--- src/rtl/mdp_pkg.sv ---
`timescale 1ns / 1ps

package mdp_pkg;

  localparam int MOTOR_COUNT = 4;
  localparam int MOTOR_IDX_W = $clog2(MOTOR_COUNT);
  localparam int VAL_W = 16;
  localparam int DUTY_W = 16;
  localparam int MM_W = 15;
  localparam int CFG_W = 16;
  localparam int PROD_W = 31;
  localparam int QUOT_W = 16;

  typedef enum logic [1:0] {
    OP_SET_ALL = 2'd0,
    OP_SET_ONE = 2'd1,
    OP_READ    = 2'd2
  } opcode_t;

  typedef enum logic [1:0] {
    CFG_CMD_LIMIT  = 2'd0,
    CFG_MIN_THRUST = 2'd1,
    CFG_MAX_THRUST = 2'd2
  } cfg_index_t;

  typedef enum logic [3:0] {
    ST_IDLE,
    ST_MAX,
    ST_SCALE_MUL,
    ST_SCALE_DIV,
    ST_SCALE_WAIT,
    ST_MAP_MUL,
    ST_MAP_DIV,
    ST_MAP_WAIT,
    ST_NEXT,
    ST_OUT
  } state_t;

  typedef struct packed {
    logic accept;
    logic find_max;
    logic mul_scale;
    logic pass_scaled;
    logic div_start;
    logic div_map;
    logic take_scaled;
    logic mul_map;
    logic duty_min;
    logic take_duty;
    logic next_motor;
    logic publish;
  } cmd_t;

  typedef struct packed {
    logic rescale;
    logic map_trivial;
    logic last;
    logic div_done;
    logic out_free;
  } status_t;

endpackage

--- src/rtl/motor_desaturate_to_pwm.sv ---
`timescale 1ns / 1ps

// Four signed motor commands are held in the block. Each input item on the
// item channel (item_valid, item_stall) sets all four commands, sets one, or
// reads one. The block then rescales the commands so that none exceeds
// motor_max and maps each to a duty cycle between min_thrust and max_thrust.
// One result item per input item leaves on the result channel (result_valid,
// result_stall) with the four duties and, for a read, the stored command.
// The user must write the three registers through cfg_write, cfg_index and
// cfg_data only while no item is in progress; the block itself does not enforce this.
// A single shared divider settles one quotient bit per cycle and serves up to
// eight divisions per item: a rescale and a mapping for each motor. A motor
// skips the rescale division when no command exceeds motor_max, and the
// mapping division when its command is negative or motor_max is zero. The
// next item is accepted once the result has been moved to the output
// register, even while that result still waits to be taken.
// Reset clears the commands to zero and restores the register defaults.
// While result_stall is high the result is held and the finished next item
// waits until the output register is free.
module motor_desaturate_to_pwm (
  input  logic                              clk,
  input  logic                              rst,
  input  logic                              item_valid,
  output logic                              item_stall,
  input  logic [1:0]                        opcode,
  input  logic [1:0]                        index,
  input  logic signed [mdp_pkg::VAL_W-1:0]  value_0,
  input  logic signed [mdp_pkg::VAL_W-1:0]  value_1,
  input  logic signed [mdp_pkg::VAL_W-1:0]  value_2,
  input  logic signed [mdp_pkg::VAL_W-1:0]  value_3,
  output logic                              result_valid,
  input  logic                              result_stall,
  output logic [mdp_pkg::DUTY_W-1:0]        duty_0,
  output logic [mdp_pkg::DUTY_W-1:0]        duty_1,
  output logic [mdp_pkg::DUTY_W-1:0]        duty_2,
  output logic [mdp_pkg::DUTY_W-1:0]        duty_3,
  output logic signed [mdp_pkg::VAL_W-1:0]  read_value,
  input  logic                              cfg_write,
  input  logic [1:0]                        cfg_index,
  input  logic [mdp_pkg::CFG_W-1:0]         cfg_data
);
  import mdp_pkg::*;

  cmd_t    cmd;
  status_t status;

  mdp_ctrl u_ctrl (
    .clk        (clk),
    .rst        (rst),
    .item_valid (item_valid),
    .item_stall (item_stall),
    .status     (status),
    .cmd        (cmd)
  );

  mdp_dp u_dp (
    .clk          (clk),
    .rst          (rst),
    .cmd          (cmd),
    .status       (status),
    .opcode       (opcode),
    .index        (index),
    .value_0      (value_0),
    .value_1      (value_1),
    .value_2      (value_2),
    .value_3      (value_3),
    .cfg_write    (cfg_write),
    .cfg_index    (cfg_index),
    .cfg_data     (cfg_data),
    .result_valid (result_valid),
    .result_stall (result_stall),
    .duty_0       (duty_0),
    .duty_1       (duty_1),
    .duty_2       (duty_2),
    .duty_3       (duty_3),
    .read_value   (read_value)
  );

endmodule

--- src/rtl/mdp_div.sv ---
`timescale 1ns / 1ps

module mdp_div (
  input  logic                          clk,
  input  logic                          rst,
  input  logic                          start,
  input  logic [mdp_pkg::PROD_W-1:0]    dividend,
  input  logic [mdp_pkg::MM_W-1:0]      divisor,
  output logic [mdp_pkg::QUOT_W-1:0]    quotient,
  output logic                          busy
);
  import mdp_pkg::*;

  localparam int CNT_W = $clog2(QUOT_W);

  logic [MM_W-1:0]   rem;
  logic [MM_W-1:0]   div_reg;
  logic [QUOT_W-1:0] low;
  logic [CNT_W-1:0]  count;
  logic [MM_W:0]     trial;
  logic              ge;

  // The quotient is known to fit in QUOT_W bits, so the upper dividend bits
  // start below the divisor and one quotient bit is settled per cycle.
  assign trial = {rem, low[QUOT_W-1]};
  assign ge = trial >= {1'b0, div_reg};
  assign quotient = low;

  always_ff @(posedge clk) begin
    if (rst) begin
      busy <= 1'b0;
      count <= '0;
    end else if (start) begin
      busy <= 1'b1;
      count <= '0;
    end else if (busy) begin
      count <= count + 1'b1;
      if (count == CNT_W'(QUOT_W - 1)) begin
        busy <= 1'b0;
      end
    end
  end

  always_ff @(posedge clk) begin
    if (start) begin
      rem <= dividend[PROD_W-1:QUOT_W];
      low <= dividend[QUOT_W-1:0];
      div_reg <= divisor;
    end else if (busy) begin
      rem <= ge ? MM_W'(trial - {1'b0, div_reg}) : trial[MM_W-1:0];
      low <= {low[QUOT_W-2:0], ge};
    end
  end

endmodule

--- src/rtl/mdp_dp.sv ---
`timescale 1ns / 1ps

module mdp_dp (
  input  logic                              clk,
  input  logic                              rst,
  input  mdp_pkg::cmd_t                     cmd,
  output mdp_pkg::status_t                  status,
  input  logic [1:0]                        opcode,
  input  logic [1:0]                        index,
  input  logic signed [mdp_pkg::VAL_W-1:0]  value_0,
  input  logic signed [mdp_pkg::VAL_W-1:0]  value_1,
  input  logic signed [mdp_pkg::VAL_W-1:0]  value_2,
  input  logic signed [mdp_pkg::VAL_W-1:0]  value_3,
  input  logic                              cfg_write,
  input  logic [1:0]                        cfg_index,
  input  logic [mdp_pkg::CFG_W-1:0]         cfg_data,
  output logic                              result_valid,
  input  logic                              result_stall,
  output logic [mdp_pkg::DUTY_W-1:0]        duty_0,
  output logic [mdp_pkg::DUTY_W-1:0]        duty_1,
  output logic [mdp_pkg::DUTY_W-1:0]        duty_2,
  output logic [mdp_pkg::DUTY_W-1:0]        duty_3,
  output logic signed [mdp_pkg::VAL_W-1:0]  read_value
);
  import mdp_pkg::*;

  logic [MM_W-1:0]          motor_max;
  logic [DUTY_W-1:0]        min_thrust;
  logic [DUTY_W-1:0]        max_thrust;
  logic signed [VAL_W-1:0]  store [MOTOR_COUNT];
  logic signed [VAL_W-1:0]  largest;
  logic                     rescale;
  logic [MOTOR_IDX_W-1:0]   motor;
  logic signed [VAL_W-1:0]  scaled;
  logic                     neg;
  logic                     diff_neg;
  logic [PROD_W-1:0]        product;
  logic [DUTY_W-1:0]        duty [MOTOR_COUNT];
  logic signed [VAL_W-1:0]  read_work;

  logic signed [VAL_W-1:0]  max_01;
  logic signed [VAL_W-1:0]  max_23;
  logic signed [VAL_W-1:0]  max_all;
  logic signed [VAL_W-1:0]  cur;
  logic [VAL_W-1:0]         cur_mag;
  logic signed [DUTY_W:0]   diff;
  logic [DUTY_W-1:0]        diff_mag;
  logic [15:0]              mul_x;
  logic [15:0]              mul_y;
  logic [31:0]              mul_full;
  logic [MM_W-1:0]          divisor;
  logic [QUOT_W-1:0]        quotient;
  logic                     div_busy;
  logic signed [DUTY_W+1:0] duty_sum;
  logic [DUTY_W-1:0]        duty_sat;
  logic                     out_free;

  assign max_01 = (store[1] > store[0]) ? store[1] : store[0];
  assign max_23 = (store[3] > store[2]) ? store[3] : store[2];
  assign max_all = (max_23 > max_01) ? max_23 : max_01;

  assign cur = store[motor];
  assign cur_mag = cur[VAL_W-1] ? VAL_W'(-cur) : cur;
  assign diff = $signed({1'b0, max_thrust}) - $signed({1'b0, min_thrust});
  assign diff_mag = diff[DUTY_W] ? DUTY_W'(-diff) : diff[DUTY_W-1:0];

  assign mul_x = cmd.mul_map ? {1'b0, scaled[MM_W-1:0]} : cur_mag;
  assign mul_y = cmd.mul_map ? diff_mag : {1'b0, motor_max};
  assign mul_full = mul_x * mul_y;

  assign divisor = cmd.div_map ? motor_max : largest[MM_W-1:0];

  mdp_div u_div (
    .clk      (clk),
    .rst      (rst),
    .start    (cmd.div_start),
    .dividend (product),
    .divisor  (divisor),
    .quotient (quotient),
    .busy     (div_busy)
  );

  assign duty_sum = diff_neg ?
      $signed({2'b00, min_thrust}) - $signed({2'b00, quotient}) :
      $signed({2'b00, min_thrust}) + $signed({2'b00, quotient});

  always_comb begin
    if (duty_sum[DUTY_W+1]) begin
      duty_sat = '0;
    end else if (duty_sum[DUTY_W]) begin
      duty_sat = '1;
    end else begin
      duty_sat = duty_sum[DUTY_W-1:0];
    end
  end

  assign out_free = !result_valid || !result_stall;

  assign status.rescale = rescale;
  assign status.map_trivial = scaled[VAL_W-1] || (motor_max == '0);
  assign status.last = motor == MOTOR_IDX_W'(MOTOR_COUNT - 1);
  assign status.div_done = !div_busy;
  assign status.out_free = out_free;

  always_ff @(posedge clk) begin
    if (rst) begin
      motor_max <= MM_W'(1000);
      min_thrust <= DUTY_W'(1000);
      max_thrust <= DUTY_W'(2000);
    end else if (cfg_write) begin
      case (cfg_index)
        CFG_CMD_LIMIT:  motor_max <= cfg_data[MM_W-1:0];
        CFG_MIN_THRUST: min_thrust <= cfg_data;
        CFG_MAX_THRUST: max_thrust <= cfg_data;
        default: begin
        end
      endcase
    end
  end

  always_ff @(posedge clk) begin
    if (rst) begin
      for (int i = 0; i < MOTOR_COUNT; i++) begin
        store[i] <= '0;
      end
    end else if (cmd.accept) begin
      case (opcode)
        OP_SET_ALL: begin
          store[0] <= value_0;
          store[1] <= value_1;
          store[2] <= value_2;
          store[3] <= value_3;
        end
        OP_SET_ONE: store[index] <= value_0;
        default: begin
        end
      endcase
    end
  end

  always_ff @(posedge clk) begin
    if (cmd.accept) begin
      read_work <= (opcode == OP_READ) ? store[index] : '0;
    end
    if (cmd.find_max) begin
      largest <= max_all;
      rescale <= max_all > $signed({1'b0, motor_max});
    end
    if (cmd.mul_scale) begin
      product <= mul_full[PROD_W-1:0];
      neg <= cur[VAL_W-1];
    end
    if (cmd.mul_map) begin
      product <= mul_full[PROD_W-1:0];
      diff_neg <= diff[DUTY_W];
    end
    if (cmd.pass_scaled) begin
      scaled <= cur;
    end
    if (cmd.take_scaled) begin
      scaled <= neg ? VAL_W'(-quotient) : quotient;
    end
    if (cmd.duty_min) begin
      duty[motor] <= min_thrust;
    end
    if (cmd.take_duty) begin
      duty[motor] <= duty_sat;
    end
  end

  always_ff @(posedge clk) begin
    if (rst) begin
      motor <= '0;
    end else if (cmd.find_max) begin
      motor <= '0;
    end else if (cmd.next_motor) begin
      motor <= motor + 1'b1;
    end
  end

  always_ff @(posedge clk) begin
    if (rst) begin
      result_valid <= 1'b0;
    end else if (cmd.publish) begin
      result_valid <= 1'b1;
    end else if (!result_stall) begin
      result_valid <= 1'b0;
    end
  end

  always_ff @(posedge clk) begin
    if (cmd.publish) begin
      duty_0 <= duty[0];
      duty_1 <= duty[1];
      duty_2 <= duty[2];
      duty_3 <= duty[3];
      read_value <= read_work;
    end
  end

endmodule

--- src/rtl/mdp_ctrl.sv ---
`timescale 1ns / 1ps

module mdp_ctrl (
  input  logic              clk,
  input  logic              rst,
  input  logic              item_valid,
  output logic              item_stall,
  input  mdp_pkg::status_t  status,
  output mdp_pkg::cmd_t     cmd
);
  import mdp_pkg::*;

  state_t state;
  state_t state_next;

  always_ff @(posedge clk) begin
    if (rst) begin
      state <= ST_IDLE;
    end else begin
      state <= state_next;
    end
  end

  always_comb begin
    state_next = state;
    case (state)
      ST_IDLE: begin
        if (item_valid) begin
          state_next = ST_MAX;
        end
      end
      ST_MAX: state_next = ST_SCALE_MUL;
      ST_SCALE_MUL: state_next = status.rescale ? ST_SCALE_DIV : ST_MAP_MUL;
      ST_SCALE_DIV: state_next = ST_SCALE_WAIT;
      ST_SCALE_WAIT: begin
        if (status.div_done) begin
          state_next = ST_MAP_MUL;
        end
      end
      ST_MAP_MUL: state_next = status.map_trivial ? ST_NEXT : ST_MAP_DIV;
      ST_MAP_DIV: state_next = ST_MAP_WAIT;
      ST_MAP_WAIT: begin
        if (status.div_done) begin
          state_next = ST_NEXT;
        end
      end
      ST_NEXT: state_next = status.last ? ST_OUT : ST_SCALE_MUL;
      ST_OUT: begin
        if (status.out_free) begin
          state_next = ST_IDLE;
        end
      end
      default: state_next = ST_IDLE;
    endcase
  end

  always_comb begin
    cmd = '0;
    item_stall = 1'b1;
    case (state)
      ST_IDLE: begin
        item_stall = 1'b0;
        cmd.accept = item_valid;
      end
      ST_MAX: cmd.find_max = 1'b1;
      ST_SCALE_MUL: begin
        cmd.mul_scale = status.rescale;
        cmd.pass_scaled = !status.rescale;
      end
      ST_SCALE_DIV: cmd.div_start = 1'b1;
      ST_SCALE_WAIT: cmd.take_scaled = status.div_done;
      ST_MAP_MUL: begin
        cmd.mul_map = !status.map_trivial;
        cmd.duty_min = status.map_trivial;
      end
      ST_MAP_DIV: begin
        cmd.div_start = 1'b1;
        cmd.div_map = 1'b1;
      end
      ST_MAP_WAIT: cmd.take_duty = status.div_done;
      ST_NEXT: cmd.next_motor = !status.last;
      ST_OUT: cmd.publish = status.out_free;
      default: begin
      end
    endcase
  end

endmodule
--- config.mk ---
export PLATFORM = sky130hd
export DESIGN_NAME = motor_desaturate_to_pwm
export DESIGN_NICKNAME = d
export VERILOG_FILES = /design/src/rtl/mdp_pkg.sv /design/src/rtl/motor_desaturate_to_pwm.sv /design/src/rtl/mdp_div.sv /design/src/rtl/mdp_dp.sv /design/src/rtl/mdp_ctrl.sv
export SDC_FILE = /design/constraint.sdc
export NUM_CORES = 1
export LEC_CHECK = 0
export BUFFER_PORTS_ARGS = -buffer_cell sky130_fd_sc_hd__buf_2
export CORE_UTILIZATION = 40
export DETAILED_ROUTE_END_ITERATION = 8
export MAX_ROUTING_LAYER = met4
export SLEW_MARGIN = 25
export SYNTH_ARGS = -nofsm -noshare
export SYNTH_HDL_FRONTEND = slang
export SYNTH_HIERARCHICAL = 1
export SYNTH_SLANG_ARGS = --single-unit
--- constraint.sdc ---
create_clock -name clk -period 9.5 [get_ports clk]
set_input_delay 0.475 -clock clk [delete_from_list [all_inputs] [get_ports clk]]
set_output_delay 0.475 -clock clk [all_outputs]
set_load 0.1 [all_outputs]
==> metrics.md, run 1 <==
| Metric | Value |
|---|---|
| Status | finished, final reports clean |
| R2r endpoint | u_dp/product[30] |
| Drt first pass iters | 6 |
| Reg2Reg Depth | 29 |
| HPWL Detailed | 68.33 mm |
| Critical path launch point type | flop |
| RSZ-0062 raised after global routing | no |
| Gpl congestion | 0.9653 |
| Worst-case clock buffer depth | 3 |
| Crit-path max cell delay | 0.53 ns |
| Mapped Area | 30,660 sq um |
| Power Density | about 300 nW/um^2 |
| Yosys warning count | 6 |
| Worst setup endpoint | u_dp/product[30] |
| FF+latch count, synth | 396 |
| Largest net degree at the start of global routing | 68 |
| Commonest register cell after synthesis | edfxtp_1 |
| Met3 Usage GRT | 0.03514 |
| Critical Path Stages | 29 |
| Final hold violation count | 0 |
| Leakage Power | 14.59 nW |
| Total nets after synthesis | around 3,500 |
| Worst-path maximum fanout | 5 |
| Setup Crit Path Kind | reg2reg |
| Routed WL | ~86 mm |
| EDFF count, synth | 335 |
| Crit path max-delay cell type | fa_1 |
| Gr ovfl total | 0 |
| Global-route usage over all layers | 0.2290 |
| Nets | between 3,000 and 4,000 |
| Worst Skew | 0.03141 ns |
| Max VDD drop | 0.4273 mV |
| Syn Area/Cell | 10.38 sq um |
| DRC violations left | 0 |
| Crit-path leading delay family | adder cells |
| Top-Level Pins | 173 |
| Reg-to-reg startpoint | u_dp/min_thrust[0] |
| Final Critical Period | 8.993 ns |
| CTS root buffer | clkbuf_16 |
| Commonest cells after routing, fill and taps aside | inv_1, edfxtp_1, nand2_1, ha_1, fa_1 |
| Vias/cell | approximately 5.3 |
| Antenna violations before repair | 4 |
| Placed cell area | 32,790 sq um |
| Final Cell Area | 34,140 sq um |
| Worst slew margin | 0.2663 |
| Die Ht | 278.9 um |
| Sequential share of the synthesized area | 0.3679 |
| Vias in the first global route | 22,261 |
| Distinct cells, synth | 100 |
| Tightest Pin Transition | 1.093 ns |
| Setup crit end kind | flop |
| Critical Path Source | u_dp/min_thrust[0] |
| Hold buffers post-CTS | 0 |
| Die width | 278.9 um |
| CTS Buf Count | 41 |
| WL per Instance | 20.55 um |
| Critical path buffers and inverters | 4 |
| Global-route wire length before repair | between 100 and 150 mm |
| Fin crit share | 0.9467 |
| Syn Inst Count | between 2,000 and 3,000 |
| Max_cap viols | 0 |
| CTS Sinks | roughly 400 |
| Final setup viols | 0 |
| Initial DRC Count | 1,585 |
| Met2 usage | 0.3658 |
| Clk_lat worst skew | 0.58 ns |
| R2R setup slack | 0.51 ns |
| Worst min path class | in2reg |
| Via total after detailed routing | 22,280 |
| Area grow syn2layout | 11.34% |
| Share of layout cells above drive strength 1 | 0.1412 |
| Initial core utilization | 0.4037 |
| Port Buf Inserts | 172 |
| Async SR Flop Fraction | 0 |
| CTS tree | yes |
| Max-slew violations | 0 |
| Clock slew at reported path FFs | approximately 0.07 ns |
| GR peak layer | met2 |
| Die footprint | 77,770 sq um |
| CTS H-tree depth | 2 |
| Filler Cells Inserted | 7,208 |
| FMAX | 0.1112 GHz |
| Setup TNS | 0 ns |
| Largest regs | u_dp/duty (64), u_dp/store (64), u_dp/product (31) |
| Post-route ant nets | 0 |
| Worst Path Required | 9.79 ns |
| Arr. time, crit path | 9.29 ns |
| Area of the core | 75,950 sq um |
| Cell mode on critical path | fa_1 |
| Rows | between 100 and 150 |
| GRT met1 Usage | 0.2972 |
| Most common cell after layout, fill and taps aside | inv_1 |
[synthesized netlist by cell type, types with 33 or more instances]
cell type / n / area [sq um]
mux2i_1: 46 / 460.4
mux2_2: 50 / 563.0
nand2_1: 318 / 1194
a22o_1: 49 / 429.2
xor2_1: 33 / 289.0
nor2_1: 174 / 653.1
dfxtp_1: 61 / 1221
fa_1: 197 / 3944
and2_1: 43 / 269.0
nor3_1: 45 / 225.2
a21o_1: 45 / 337.8
a21oi_1: 138 / 690.7
xnor2_1: 64 / 560.5
ha_1: 234 / 2928
inv_1: 389 / 1460
o21ai_0: 61 / 305.3
clkbuf_1: 96 / 360.4
nor2b_1: 36 / 225.2
edfxtp_1: 335 / 10060
o21a_1: 43 / 322.8
[tightest hold or removal path, cell delays in order]
cell and delay [ns]:
buf_2 0.08, a21oi_1 0.05, nor2_1 0.07
[kinds of logic after synthesis]
group	share of synthesized area
XOR/XNOR	0.02824
multiplexers	0.06056
adder cells (fa/ha/maj)	0.2241
AO/OA/AOI/OAI	0.1248
buffers and inverters	0.06578
flip-flops	0.3679
AND/OR/NAND/NOR	0.1286
[report_power, final]
| group | total, W | internal (W) | switching (W) |
|---|---|---|---|
| Combinational | 0.00625 | 0.00247 | 0.00378 |
| Sequential | 0.00244 | 0.00232 | 0.000117 |
| Clock | 0.00160 | 0.000905 | 0.000694 |
[cell type report]
type,count,area [sq um],share of cell area
diodes,1,2.502,0.00007330
clock buffers,50,1081,0.03166
clock inverters,26,252.7,0.007403
inverters,389,1460,0.04277
multi-input cells,2043,17450,0.5111
flip-flops and latches,396,11280,0.3304
well taps,1030,1289,0.03775
repair buffers,234,1326,0.03885
[worst min-delay path by stage]
stage | from | endpoint | depth (start not counted)
floorplan | u_dp/duty[0][0] | u_dp/duty_0[0] | 0
finish | result_stall | u_dp/result_valid | 3
global placement | u_dp/duty[1][8] | u_dp/duty_1[8] | 0
CTS | result_stall | u_dp/result_valid | 3
detailed placement | u_dp/duty[0][14] | u_dp/duty_0[14] | 0
global route | cfg_data[1] | u_dp/max_thrust[1] | 3
[metrics by stage]
stage | worst slack, ns | total power, W | std cells | hold WS (ns) | util
CTS | 0.2705 | 0.01031 | 4168 | 0.1149 | 0.4493
finish | 0.5065 | 0.01029 | 4169 | 0.1387 | 0.4495
detailed placement | 0.3135 | 0.008657 | 4092 | 0.4045 | 0.4318
global route | 0.01657 | 0.01118 | 4169 | 0.1498 | 0.4495
global placement | 0.5360 | 0.008608 | 4092 | 0.4007 | 0.4315
floorplan | 1.012 | 0.006952 | 2953 | 0.4003 | -
[routing by layer]
| metal | wire length [um] | vias up |
|---|---|---|
| met2 | 40120 | 647 |
| met5 | 0 | - |
| met1 | 37940 | 10877 |
| met3 | 4544 | 134 |
| met4 | 3074 | 0 |
| li1 | - | 10622 |
[what timing repair did]
item,in CTS,in global routing
resized for setup,0,2
setup endpoints to repair,0,1
setup buffers,0,0
No activity file was read; power rests on OpenSTA's default activity.
==> inputs of run 2 (changes only) <==
--- a/config.mk
+++ b/config.mk
@@ -6,9 +6,12 @@
 export NUM_CORES = 1
 export LEC_CHECK = 0
 export BUFFER_PORTS_ARGS = -buffer_cell sky130_fd_sc_hd__buf_2
+export CELL_PAD_IN_SITES_DETAIL_PLACEMENT = 0
+export CELL_PAD_IN_SITES_GLOBAL_PLACEMENT = 1
 export CORE_UTILIZATION = 40
 export DETAILED_ROUTE_END_ITERATION = 8
 export MAX_ROUTING_LAYER = met4
+export PLACE_DENSITY_LB_ADDON = 0.1
 export SLEW_MARGIN = 25
 export SYNTH_ARGS = -nofsm -noshare
 export SYNTH_HDL_FRONTEND = slang
==> run 2 against run 1 <==
Net effect:
- sequential power barely moved
- power rose by 9.2%
- first-iteration DRC count rose by 0.25%
- sequential share of layout area fell by 0.46 points
==> metrics.md, run 2 (synthesis gave the netlist of run 1 again) <==
| Metric | Value |
|---|---|
| Routed WL | 96.06 mm |
| Hold buffers post-CTS | 0 |
| Rows | 101 |
| CTS H-tree depth | 2 |
| Final setup viols | 0 |
| Nets | around 3,600 |
| Worst min path class | in2reg |
| Via total after detailed routing | 22,702 |
| Setup crit end kind | flop |
| Clk_lat worst skew | 0.61 ns |
| Leakage Power | 14.78 nW |
| Initial DRC Count | between 1,500 and 2,000 |
| Placed cells | 4,097 |
| Top-Level Pins | 173 |
| Max_cap viols | 0 |
| Crit-path max cell delay | 0.52 ns |
| Fin crit share | 0.9530 |
| Worst slew margin | 0.3300 |
| Power Density | between 300 and 400 nW/um^2 |
| Most common cell after layout, fill and taps aside | inv_1 |
| Die width | 278.9 um |
| Cell mode on critical path | fa_1 |
| Max VDD drop | 0.5209 mV |
| Setup TNS | 0 ns |
| Vias/cell | 5.419 |
| Post-Layout Cell Count | 4,189 |
| Area of the core | between 70,000 and 80,000 sq um |
| Post-route ant nets | 0 |
| HPWL Detailed | 77.00 mm |
| Global-route wire length before repair | 144.1 mm |
| Die Ht | 278.9 um |
| CTS Sinks | ~400 |
| Worst-path maximum fanout | 8 |
| Worst-case clock buffer depth | 3 |
| Crit-path leading delay family | adder cells |
| Fin util | 0.4559 |
| Critical path launch point type | flop |
| Drt first pass iters | 5 |
| DRC violations left | 0 |
| Port Buf Inserts | about 170 |
| WL per Instance | roughly 23 um |
| Tightest Pin Transition | 0.9979 ns |
| Die footprint | approximately 78,000 sq um |
| CTS tree | yes |
| Area grow syn2layout | 12.93% |
| Final Critical Period | 9.054 ns |
| Worst Skew | about 0.045 ns |
| Status | finished, final reports clean |
| Max-slew violations | 0 |
| Vias in the first global route | 22,850 |
| CTS Buf Count | 45 |
| CTS resizes | 0 |
| Critical path buffers and inverters | 5 |
| Crit path max-delay cell type | fa_1 |
| Initial core utilization | 0.4037 |
| CTS root buffer | clkbuf_16 |
| Antenna violations before repair | 8 |
| Clock slew at reported path FFs | 0.06 ns |
| Hold path cells | 3 |
| Share of layout cells above drive strength 1 | 0.1475 |
| Largest regs | u_dp/duty (64), u_dp/store (64), u_dp/product (31) |
| Arr. time, crit path | 9.40 ns |
| Gr ovfl total | 0 |
| Filler Cells Inserted | 7,138 |
| Setup Crit Path Kind | reg2reg |
| Setup repair bufs after CTS | 0 |
| FMAX | 0.1105 GHz |
| Final hold violation count | 0 |
| Gpl congestion | 0.9508 |
| Critical Path Stages | 29 |
| Worst Path Required | roughly 10 ns |
| Global-route usage over all layers | 0.2553 |
| Reg2Reg Depth | 29 |
| Largest net degree at the start of global routing | 83 |
| RSZ-0062 raised after global routing | no |
| Commonest cells after routing, fill and taps aside | inv_1, edfxtp_1, nand2_1, ha_1, fa_1 |
==> run 2: changes by cell type in the layout (fill, tap and decap cells not counted), sizes merged <==
cell,change
inv,+3
diode,+6
clkinvlp,+2
clkinv,-7
clkbuf,+4
buf,+6
bufinv,+6
==> run 2: worst min-delay path: cells and delay by family <==
kind                   cells  cell delay, ns
buffers and inverters      1            0.09
AND/OR/NAND/NOR            1            0.07
AO/OA/AOI/OAI              1            0.06
==> run 2: path summary, 6_finish.rpt <==
kind | start | to | slack, ns
max | u_dp/min_thrust[4] | u_dp/product[28] | 0.45
min | result_stall | u_dp/result_valid | 0.13
max reg2reg | u_dp/min_thrust[4] | u_dp/product[28] | 0.45
min reg2reg | u_dp/duty[2][5] | u_dp/duty_2[5] | 0.40
==> run 2: routing by layer <==
metal | vias to the layer above | global-route usage | share of wire
li1 | 10640 | - | -
met1 | 11300 | 0.3452 | 0.46
met2 | 655 | 0.3948 | 0.46
met3 | 107 | 0.04577 | 0.060
met4 | 0 | 0.06734 | 0.024
met5 | - | - | 0
==> run 2: stage by stage <==
step,power (W),setup slack (ns),hold slack [ns],instance area (sq um)
finish,0.01124,0.4461,0.1310,34630
global route,0.01215,0.01847,0.1143,34620
CTS,0.01126,0.2041,0.09453,34490
detailed placement,0.009279,0.2866,0.4045,32820
global placement,0.009254,0.3441,0.4005,32820
floorplan,0.006952,1.012,0.4003,30660
==> run 2: final cells by class <==
cell class              instances  area, sq um  area share
clock inverters                30        475.5     0.01373
inverters                     389         1460     0.04217
well taps                    1030         1289     0.03722
clock buffers                  54         1200     0.03465
multi-input cells            2043        17500      0.5054
diodes                          7        17.52   0.0005059
flip-flops and latches        396        11280      0.3258
repair buffers                240         1404     0.04054
==> run 2: power by group <==
part,switching (W),internal (W)
sequential,0.000118,0.00233
clock,0.000759,0.00117
combinational,0.00428,0.00259
==> inputs of run 3 (changes only) <==
--- a/config.mk
+++ b/config.mk
@@ -10,6 +10,7 @@
 export CELL_PAD_IN_SITES_GLOBAL_PLACEMENT = 1
 export CORE_UTILIZATION = 40
 export DETAILED_ROUTE_END_ITERATION = 8
+export GPL_TIMING_DRIVEN = 0
 export MAX_ROUTING_LAYER = met4
 export PLACE_DENSITY_LB_ADDON = 0.1
 export SLEW_MARGIN = 25
==> run 3 against run 2 <==
Net effect:
- clock skew fell by 0.017 ns
- worst hold slack improved by 0.016 ns
- worst setup slack got worse by 0.20 ns
- highest routed layer unchanged
- critical path type unchanged
- final cell count rose by 1.7%
- maximum frequency fell by 2.2%
- power fell by 2.8%
- wire length rose by 1.9%
- critical path depth did not move
- global-route usage rose by 0.55 points
- sequential power barely moved
- largest cell class unchanged
- die area did not move
==> metrics.md, run 3 (synthesis gave the netlist of run 1 again) <==
| Metric | Value |
|---|---|
| Status | finished, final reports clean |
| Worst min path class | in2reg |
| Cell mode on critical path | fa_1 |
| WL per Instance | 22.96 um |
| Hold buffers post-CTS | 0 |
| Setup TNS | 0 ns |
| Placed cell area | 32,960 sq um |
| Antenna violations before repair | 6 |
| Power Density | around 310 nW/um^2 |
| Gpl congestion | 0.9544 |
| Final setup viols | 0 |
| Final Critical Period | 9.255 ns |
| Leakage Power | 14.90 nW |
| Filler Cells Inserted | 7,238 |
| Critical path launch point type | flop |
| Power Total | 0.01092 W |
| Clock slew at reported path FFs | 0.06 ns |
| Most common cell after layout, fill and taps aside | inv_1 |
| Final hold violation count | 0 |
| GR peak layer | met2 |
| Max VDD drop | 0.5443 mV |
| Area of the core | 75,950 sq um |
| CTS root buffer | clkbuf_16 |
| Worst Skew | 0.02763 ns |
| Area grow syn2layout | 14.51% |
| FMAX | 0.1081 GHz |
| Worst-case clock buffer depth | 3 |
| Area occupied by registers | 11,280 sq um |
| Port Buf Inserts | 172 |
| Initial core utilization | 0.4037 |
| Largest net degree at the start of global routing | 45 |
| Fin crit share | 0.9742 |
| Routed WL | 97.86 mm |
| Tightest Pin Transition | 0.9938 ns |
| Post-route ant nets | 0 |
| CTS H-tree depth | 2 |
| Multi-input logic area | 17,880 sq um |
| Rows | between 100 and 150 |
| Vias/cell | 5.445 |
| Largest regs | u_dp/duty (64), u_dp/store (64), u_dp/product (31) |
| Max_cap viols | 0 |
| Gr ovfl total | 0 |
| Setup Slack @ Placement | -1.318 ns |
| Drt first pass iters | 6 |
| Initial DRC Count | about 1,700 |
| Die width | 278.9 um |
| Worst Path Required | 9.80 ns |
| Worst slew margin | 0.3361 |
| Clk_lat worst skew | between 0.5 and 0.6 ns |
| GRT met1 Usage | 0.3598 |
| CTS Sinks | 396 |
| Crit-path leading delay family | adder cells |
| Final Cell Area | 35,110 sq um |
| Worst-path maximum fanout | 8 |
| CTS Buf Count | 45 |
| Global-route usage over all layers | 0.2609 |
| Setup crit end kind | flop |
| Crit path max-delay cell type | fa_1 |
| Max-slew violations | 0 |
| Top-Level Pins | 173 |
| Via total after detailed routing | approximately 23,000 |
| Final WS setup | ~0.25 ns |
| Nets | 3,710 |
| DRC violations left | 0 |
| Arr. time, crit path | 9.56 ns |
| Crit-path max cell delay | roughly 0.53 ns |
| Met2 usage | 0.4135 |
| Met3 Usage GRT | 0.02703 |
| Commonest cells after routing, fill and taps aside | inv_1, edfxtp_1, nand2_1, ha_1, fa_1 |
| Setup Crit Path Kind | reg2reg |
| HPWL Detailed | around 80 mm |
| Vias in the first global route | 23,523 |
| Fin util | 0.4623 |
| Die Ht | 278.9 um |
| Die footprint | a little under 80,000 sq um |
| Global-route wire length before repair | 148.1 mm |
| CTS tree | yes |
| Critical path buffers and inverters | 4 |
| Share of layout cells above drive strength 1 | 0.1554 |
## run 3: changes by cell type in the layout (fill, tap and decap cells not counted), moves of 10 or more
cell      delta
buf_2       +10
clkbuf_1    +73
o21ai_2     +11
buf_4       -42
o21ai_1     -10
clkbuf_2    +20
## run 3: final cells by class
type                    instances  share of cell area
diodes                          8           0.0005701
plain buffers                 119             0.01607
clock buffers                  56             0.03421
clock inverters                27            0.009728
inverters                     389             0.04169
multi-input cells            2043              0.5093
flip-flops and latches        396              0.3214
well taps                    1030             0.03670
repair buffers                194             0.03036
## run 3: worst register-to-register path, delay by kind of cell (launching register included)
family	cells	cell delay, ns
buffers and inverters	4	0.21
AO/OA/AOI/OAI	9	2.21
flip-flops	1	0.39
adder cells (fa/ha/maj)	9	3.96
AND/OR/NAND/NOR	4	1.27
multiplexers	2	0.79
XOR/XNOR	1	0.14
## run 3: path summary, 6_finish.rpt
kind | start | endpoint | slack (ns) | cells after the start
worst min register to register | u_dp/read_work[1] | u_dp/read_value[1] | 0.42 | 0
worst min-delay path | cfg_data[15] | u_dp/min_thrust[15] | 0.15 | 3
worst max-delay path | u_dp/min_thrust[0] | u_dp/product[28] | 0.25 | 29
worst max register to register | u_dp/min_thrust[0] | u_dp/product[28] | 0.25 | 29
## run 3: stage by stage
stage          hold slack [ns]  cells
2_1_floorplan           0.4003   2953
3_3_place_gp            0.4011   4155
3_5_place_dp            0.4045   4161
4_1_cts                 0.1132   4248
5_1_grt                 0.1415   4258
6_report                0.1471   4262
## run 3: where the power goes
part,internal [W],leakage [nW],switching (W)
Sequential,0.00232,3.65,0.000111
Combinational,0.00256,10.5,0.00413
Clock,0.00107,0.754,0.000728
## run 3: timing repair
item	4_1_cts	5_1_grt
cloned	0	0
setup buffers	4	12
gates resized for setup	46	69
setup endpoints to repair	15	12
pin swaps	2	10
## run 3: layer usage
layer	up-vias	wire length [um]
li1	10814	-
met1	11692	45830
met2	610	45540
met3	91	4338
met4	0	2147
met5	-	0
